### config.mk
export PLATFORM = sky130hd
export DESIGN_NAME = afmt_front
export DESIGN_NICKNAME = d
export VERILOG_FILES = /design/src/afmt_pkg.sv /design/src/afmt_front.sv
export SDC_FILE = /design/constraint.sdc
export NUM_CORES = 2
export LEC_CHECK = 0
export BUFFER_PORTS_ARGS = -buffer_cell sky130_fd_sc_hd__buf_4
export CORE_MARGIN = 1
export CORE_UTILIZATION = 23
export DETAILED_ROUTE_END_ITERATION = 16
export PLACE_DENSITY = 0.48
export SYNTH_ARGS = -nofsm -noshare
export SYNTH_HDL_FRONTEND = slang
export SYNTH_SLANG_ARGS = --single-unit
### constraint.sdc
create_clock -name clk_i -period 10 [get_ports clk_i]
set_input_delay 3 -clock clk_i [delete_from_list [all_inputs] [get_ports clk_i]]
set_output_delay 3 -clock clk_i [all_outputs]
set_load 0.02 [all_outputs]
### src/afmt_pkg.sv
`default_nettype none
// ----------------------------------------------------------------------------
// afmt_pkg
// Shared types and codes for the allocation/free match tracker.
// ----------------------------------------------------------------------------
package afmt_pkg;

  localparam int unsigned OpW     = 2;
  localparam int unsigned StatusW = 3;
  localparam int unsigned CntW    = 48;
  localparam int unsigned OutW    = 13;

  localparam logic [OpW-1:0] OpAlloc = 2'd0;
  localparam logic [OpW-1:0] OpFree  = 2'd1;
  localparam logic [OpW-1:0] OpEnd   = 2'd2;
  localparam logic [OpW-1:0] OpRead  = 2'd3;

  localparam logic [StatusW-1:0] StAlloc    = 3'd0;
  localparam logic [StatusW-1:0] StFreeOk   = 3'd1;
  localparam logic [StatusW-1:0] StBadFree  = 3'd2;
  localparam logic [StatusW-1:0] StFull     = 3'd3;
  localparam logic [StatusW-1:0] StReport   = 3'd4;

  localparam logic [63:0] HashMult = 64'h61C8864680B583EB;

  localparam logic [CntW-1:0] Cnt48Max = {CntW{1'b1}};
  localparam logic [OutW-1:0] Cnt13Max = {OutW{1'b1}};

endpackage
`default_nettype wire

### src/afmt_front.sv
`default_nettype none
// ----------------------------------------------------------------------------
// afmt_front
// Accepts requests, hashes the address in two registered steps, and pushes
// opcode, address and bucket into a two-entry queue for the back end.
// ----------------------------------------------------------------------------
module afmt_front #(
  parameter int unsigned HASH_BITS    = 10,
  parameter int unsigned ADDRESS_BITS = 48
) (
  input  wire logic                              clk_i,
  input  wire logic                              rst_ni,
  input  wire logic                              in_valid_i,
  output logic                                   in_stall_o,
  input  wire logic [afmt_pkg::OpW-1:0]          opcode_i,
  input  wire logic [ADDRESS_BITS-1:0]           block_address_i,
  output logic                                   q_valid_o,
  input  wire logic                              q_pop_i,
  output logic [afmt_pkg::OpW-1:0]               q_op_o,
  output logic [ADDRESS_BITS-1:0]                q_addr_o,
  output logic [HASH_BITS-1:0]                   q_bkt_o
);

  localparam int unsigned Aw = ADDRESS_BITS;

  // hash stage: three 32x32 partial products, summed when the entry is pushed
  logic                   h_valid_q;
  logic [afmt_pkg::OpW-1:0] h_op_q;
  logic [Aw-1:0]          h_addr_q;
  logic [63:0]            p_ll_q;
  logic [31:0]            p_lh_q, p_hl_q;
  logic [63:0]            a64;
  logic [63:0]            prod;
  logic                   h_adv;

  // queue
  logic [1:0]             cnt_q;
  logic                   wp_q, rp_q;
  logic [afmt_pkg::OpW-1:0] qo_q [2];
  logic [Aw-1:0]          qa_q [2];
  logic [HASH_BITS-1:0]   qb_q [2];
  logic                   push;

  assign a64 = 64'(block_address_i);
  assign h_adv = !h_valid_q || (cnt_q != 2'd2) || q_pop_i;
  assign in_stall_o = !h_adv;
  assign push = h_valid_q && h_adv;
  assign prod = p_ll_q + {p_lh_q + p_hl_q, 32'd0};

  always_ff @(posedge clk_i or negedge rst_ni) begin
    if (!rst_ni) begin
      h_valid_q <= 1'b0;
    end else if (h_adv) begin
      h_valid_q <= in_valid_i;
    end
  end

  always_ff @(posedge clk_i) begin
    if (h_adv && in_valid_i) begin
      h_op_q   <= opcode_i;
      h_addr_q <= block_address_i;
      p_ll_q   <= 64'(a64[31:0]) * 64'(afmt_pkg::HashMult[31:0]);
      p_lh_q   <= a64[31:0] * afmt_pkg::HashMult[63:32];
      p_hl_q   <= a64[63:32] * afmt_pkg::HashMult[31:0];
    end
  end

  always_ff @(posedge clk_i or negedge rst_ni) begin
    if (!rst_ni) begin
      cnt_q <= 2'd0;
      wp_q  <= 1'b0;
      rp_q  <= 1'b0;
    end else begin
      if (push) wp_q <= !wp_q;
      if (q_pop_i) rp_q <= !rp_q;
      cnt_q <= cnt_q + 2'(push) - 2'(q_pop_i);
    end
  end

  always_ff @(posedge clk_i) begin
    if (push) begin
      qo_q[wp_q] <= h_op_q;
      qa_q[wp_q] <= h_addr_q;
      qb_q[wp_q] <= prod[63 -: HASH_BITS];
    end
  end

  assign q_valid_o = cnt_q != 2'd0;
  assign q_op_o    = qo_q[rp_q];
  assign q_addr_o  = qa_q[rp_q];
  assign q_bkt_o   = qb_q[rp_q];

  property p_no_overflow;
    @(posedge clk_i) disable iff (!rst_ni) cnt_q == 2'd2 && !q_pop_i |-> !push;
  endproperty
  a_no_overflow: assert property (p_no_overflow) else $error("queue overflow");
  a_cnt_range: assert property (@(posedge clk_i) disable iff (!rst_ni)
    cnt_q != 2'd3) else $error("queue count");
  a_pop_valid: assert property (@(posedge clk_i) disable iff (!rst_ni)
    q_pop_i |-> q_valid_o) else $error("pop from empty queue");

endmodule
`default_nettype wire

==> metrics.log <==
[metrics] run status: complete, no violations
[metrics] DIE AREA: 165000 um2
[metrics] placed cell count: around 6000
[metrics] number of failing hold endpoints at the final stage: 0
[metrics] Fmax: 105 MHz
[metrics] most used flip-flop cell after synthesis: edfxtp_1
[metrics] number of remaining DRC errors: 0
[metrics] final worst-path cycle share: between 90% and 100%
[metrics] register area share after synthesis: between 20% and 30%
[metrics] Die Span Y: 406 um
[metrics] drt initial violations: between 1000 and 1500
[metrics] number of optimization iterations in the first detailed-route pass: 5
[metrics] ratio of cells with drive above 1 in the final layout: around 12%
[metrics] number of flip-flops and latches in the synthesized netlist: between 200 and 300
[metrics] routability congestion estimate: ~0.89
[metrics] count of synthesis-stage warnings from yosys: 0
[metrics] Worst Skew: 0.0227 ns
[metrics] Routed WL: ~110 mm
[metrics] fraction of post-synthesis cell area in the top cell type by area: between 30% and 40%
[metrics] DRT antenna net count: 0
[metrics] Most Frequent Cell on Critical Path: fa_1
[metrics] critical path endpoint category: register
[metrics] Worst Path Max Fanout: 5
[metrics] CTS Hold Bufs: 0
[metrics] setup violation total in the final timing report: 0
[metrics] setup total negative slack: 0 ns
[metrics] number of gates given a new drive strength after cts: 0
[metrics] area of the placeable core: between 150000 and 200000 um2
[metrics] initial cell density of the core: 23.3%
[metrics] clock network latency to the later pin of the worst-skew pair: approximately 0.60 ns
[metrics] clock tree from TritonCTS: built
[metrics] antenna violations before repair: 4
[metrics] H-tree Lvls: 1
[metrics] startpoint type of the worst setup path: input port
[metrics] RSZ-0062 raised after global routing: false
[metrics] per-instance average area after synthesis: 11.2 um2
[metrics] min-delay worst type: reg -> reg
[metrics] Mapped Nets: about 4700
[metrics] max-cap viol count: 0
[metrics] Sinks on Clock Net: ~270
[metrics] Finished Core Util: 27.1%
[metrics] distinct cell type count of the synthesized netlist: 71
[metrics] cell taking the most area after synthesis: fa_1
[metrics] overall global routing resource usage: 13.5%
[metrics] async set-or-reset flop fraction in the synthesized netlist: 1.87%
[metrics] Syn Std Cell Area: 37500 um2
[metrics] number of enable flip-flop cells after synthesis: roughly 260
[metrics] number of input and output port buffers inserted: approximately 120
[metrics] total gr overflow: 0
[metrics] Via Count: around 24000
[metrics] wire length of the first global-routing pass: 165 mm
[metrics] average wire per cell in the routed design: between 15 and 20 um
[metrics] layout overhead on the synthesized area: 16.5%
[metrics] number of nets at the end of the flow: 5000
[metrics] setup slack of the critical path after layout: 0.448 ns
[metrics] synthesized netlist cell count: about 3400
[metrics] I/O Pins: 116
[metrics] clk slew on worst S/H paths: roughly 0.060 ns
[metrics] shortest clock period the worst path allows after layout: 9.55 ns
[metrics] per-cell via count in the routed design: 4.11
[metrics] clock buffer depth: 3
[metrics] row cnt: 147
[metrics] stage delay of the slowest cell on the critical path: around 0.54 ns
[metrics] Data required, critical path: between 10 and 15 ns
[metrics] max-slew violation count: 0
[metrics] headroom to the max-slew limit: ~25%
[metrics] kind of critical path: in -> reg
[metrics] cell chosen for the clock root: clkbuf_16
[metrics] width of the die: about 410 um
[metrics] number of global-route vias before repair: approximately 26000
[metrics] buffers inserted by post-CTS timing repair: 0
[metrics] CTS Buf Count: 31
[metrics] data arrival time of the critical path: around 9.9 ns
[metrics] slowest cell on the critical path: fa_1
[metrics] transition time of the tightest slew-check pin: 1.13 ns
[metrics] biggest area contributors in the synthesized netlist: fa_1 (31%), ha_1 (22%), edfxtp_1 (21%), inv_1 (9.2%), xnor2_1 (2.5%)
[metrics] placed wire-length estimate after detailed placement: between 90 and 100 mm
[metrics] setup slack at placement: -0.123 ns
[metrics] R2R Setup Slk: about 4.2 ns
[metrics] pin count of the biggest net entering global routing: 66
[metrics] Final Instance Count excl. Fillers: 5889
[registers in the layout (all words and copies together), names as in the netlist]
| name | cells |
|---|---|
| qo_q | 4 |
| h_addr_q | 48 |
| p_lh_q | 28 |
| qb_q | 20 |
| h_valid_q | 1 |
| qa_q | 96 |
| cnt_q | 2 |
| rp_q | 1 |
| p_ll_q | 34 |
| wp_q | 1 |
| p_hl_q | 31 |
| h_op_q | 2 |
[synth_stat cells, drive strengths merged, types with 24 or more instances]
cell,number
inv,921
ha,669
fa,574
edfxtp,263
a21oi,122
xnor2,106
nor2,70
nand2,67
o21ai,63
a21o,60
mux2,60
xor2,49
nor3,30
nand2b,28
nand3,25
o21bai,24
[through the flow]
stage	instance area [um2]	hold WS (ns)
3_3_place_gp	42700	0.422
4_1_cts	43700	0.442
2_1_floorplan	37500	0.421
6_report	43700	0.438
3_5_place_dp	42700	0.430
5_1_grt	43700	0.449
[final cells by class]
cell class              count  area [um2]
diodes                      2        5.00
clock buffers              38         802
clock inverters            19         190
fillers                 17000      118000
inverters                 921        3460
multi-input cells        2157       26000
flip-flops and latches    268        8030
well taps                2160        2700
repair buffers            324        2510
[cells in the final DEF (no fill, tap or decap), types with 13 or more instances in the layout]
cell,count
and3_1,16
edfxtp_1,263
inv_1,921
ha_1,669
and2_1,20
o21bai_1,24
nor2_1,68
a211oi_1,18
a21o_1,60
a21oi_1,121
mux2_2,60
nor3_1,30
xor2_1,49
fa_1,574
buf_4,318
nor2b_1,15
xnor2_1,106
nand3_1,25
nand2_1,67
o21a_1,13
clkbuf_16,31
o21ai_0,51
nand2b_1,28
[logic make-up after synthesis]
| family | share of synthesized area [%] |
|---|---|
| compound gates | 6.39 |
| simple gates | 4.46 |
| buf+inv | 9.31 |
| mux | 1.88 |
| xor+xnor | 3.62 |
| fa+ha+maj | 52.9 |
| flops | 21.4 |
[final timing paths]
| path | from | endpoint | cells after the start |
|---|---|---|---|
| setup / recovery | block_address_i[27] | p_ll_q[60] | 28 |
| hold / removal | h_addr_q[45] | qa_q[1][45] | 0 |
| setup reg to reg | h_addr_q[0] | qb_q[1][9] | 21 |
| hold reg to reg | h_addr_q[45] | qa_q[1][45] | 0 |
| max in group asynchronous | rst_ni | rp_q | 1 |
| min in group asynchronous | rst_ni | rp_q | 1 |
[per-layer routing]
layer	GRT usage (%)	vias to the layer above	routed length, um
li1	-	11600	-
met5	0	-	0
met3	1.29	76	3710
met1	19.9	12200	54800
met4	1.89	0	1460
met2	21.8	398	49600
[worst max-delay path, delay by kind of cell]
family,cells,cell delay (ns)
compound gates,5,1.05
simple gates,4,0.72
fa+ha+maj,9,4.15
buf+inv,10,0.98
Power is not shown: default switching activity piles up to over one toggle a cycle in this logic, so the estimate is an artifact.
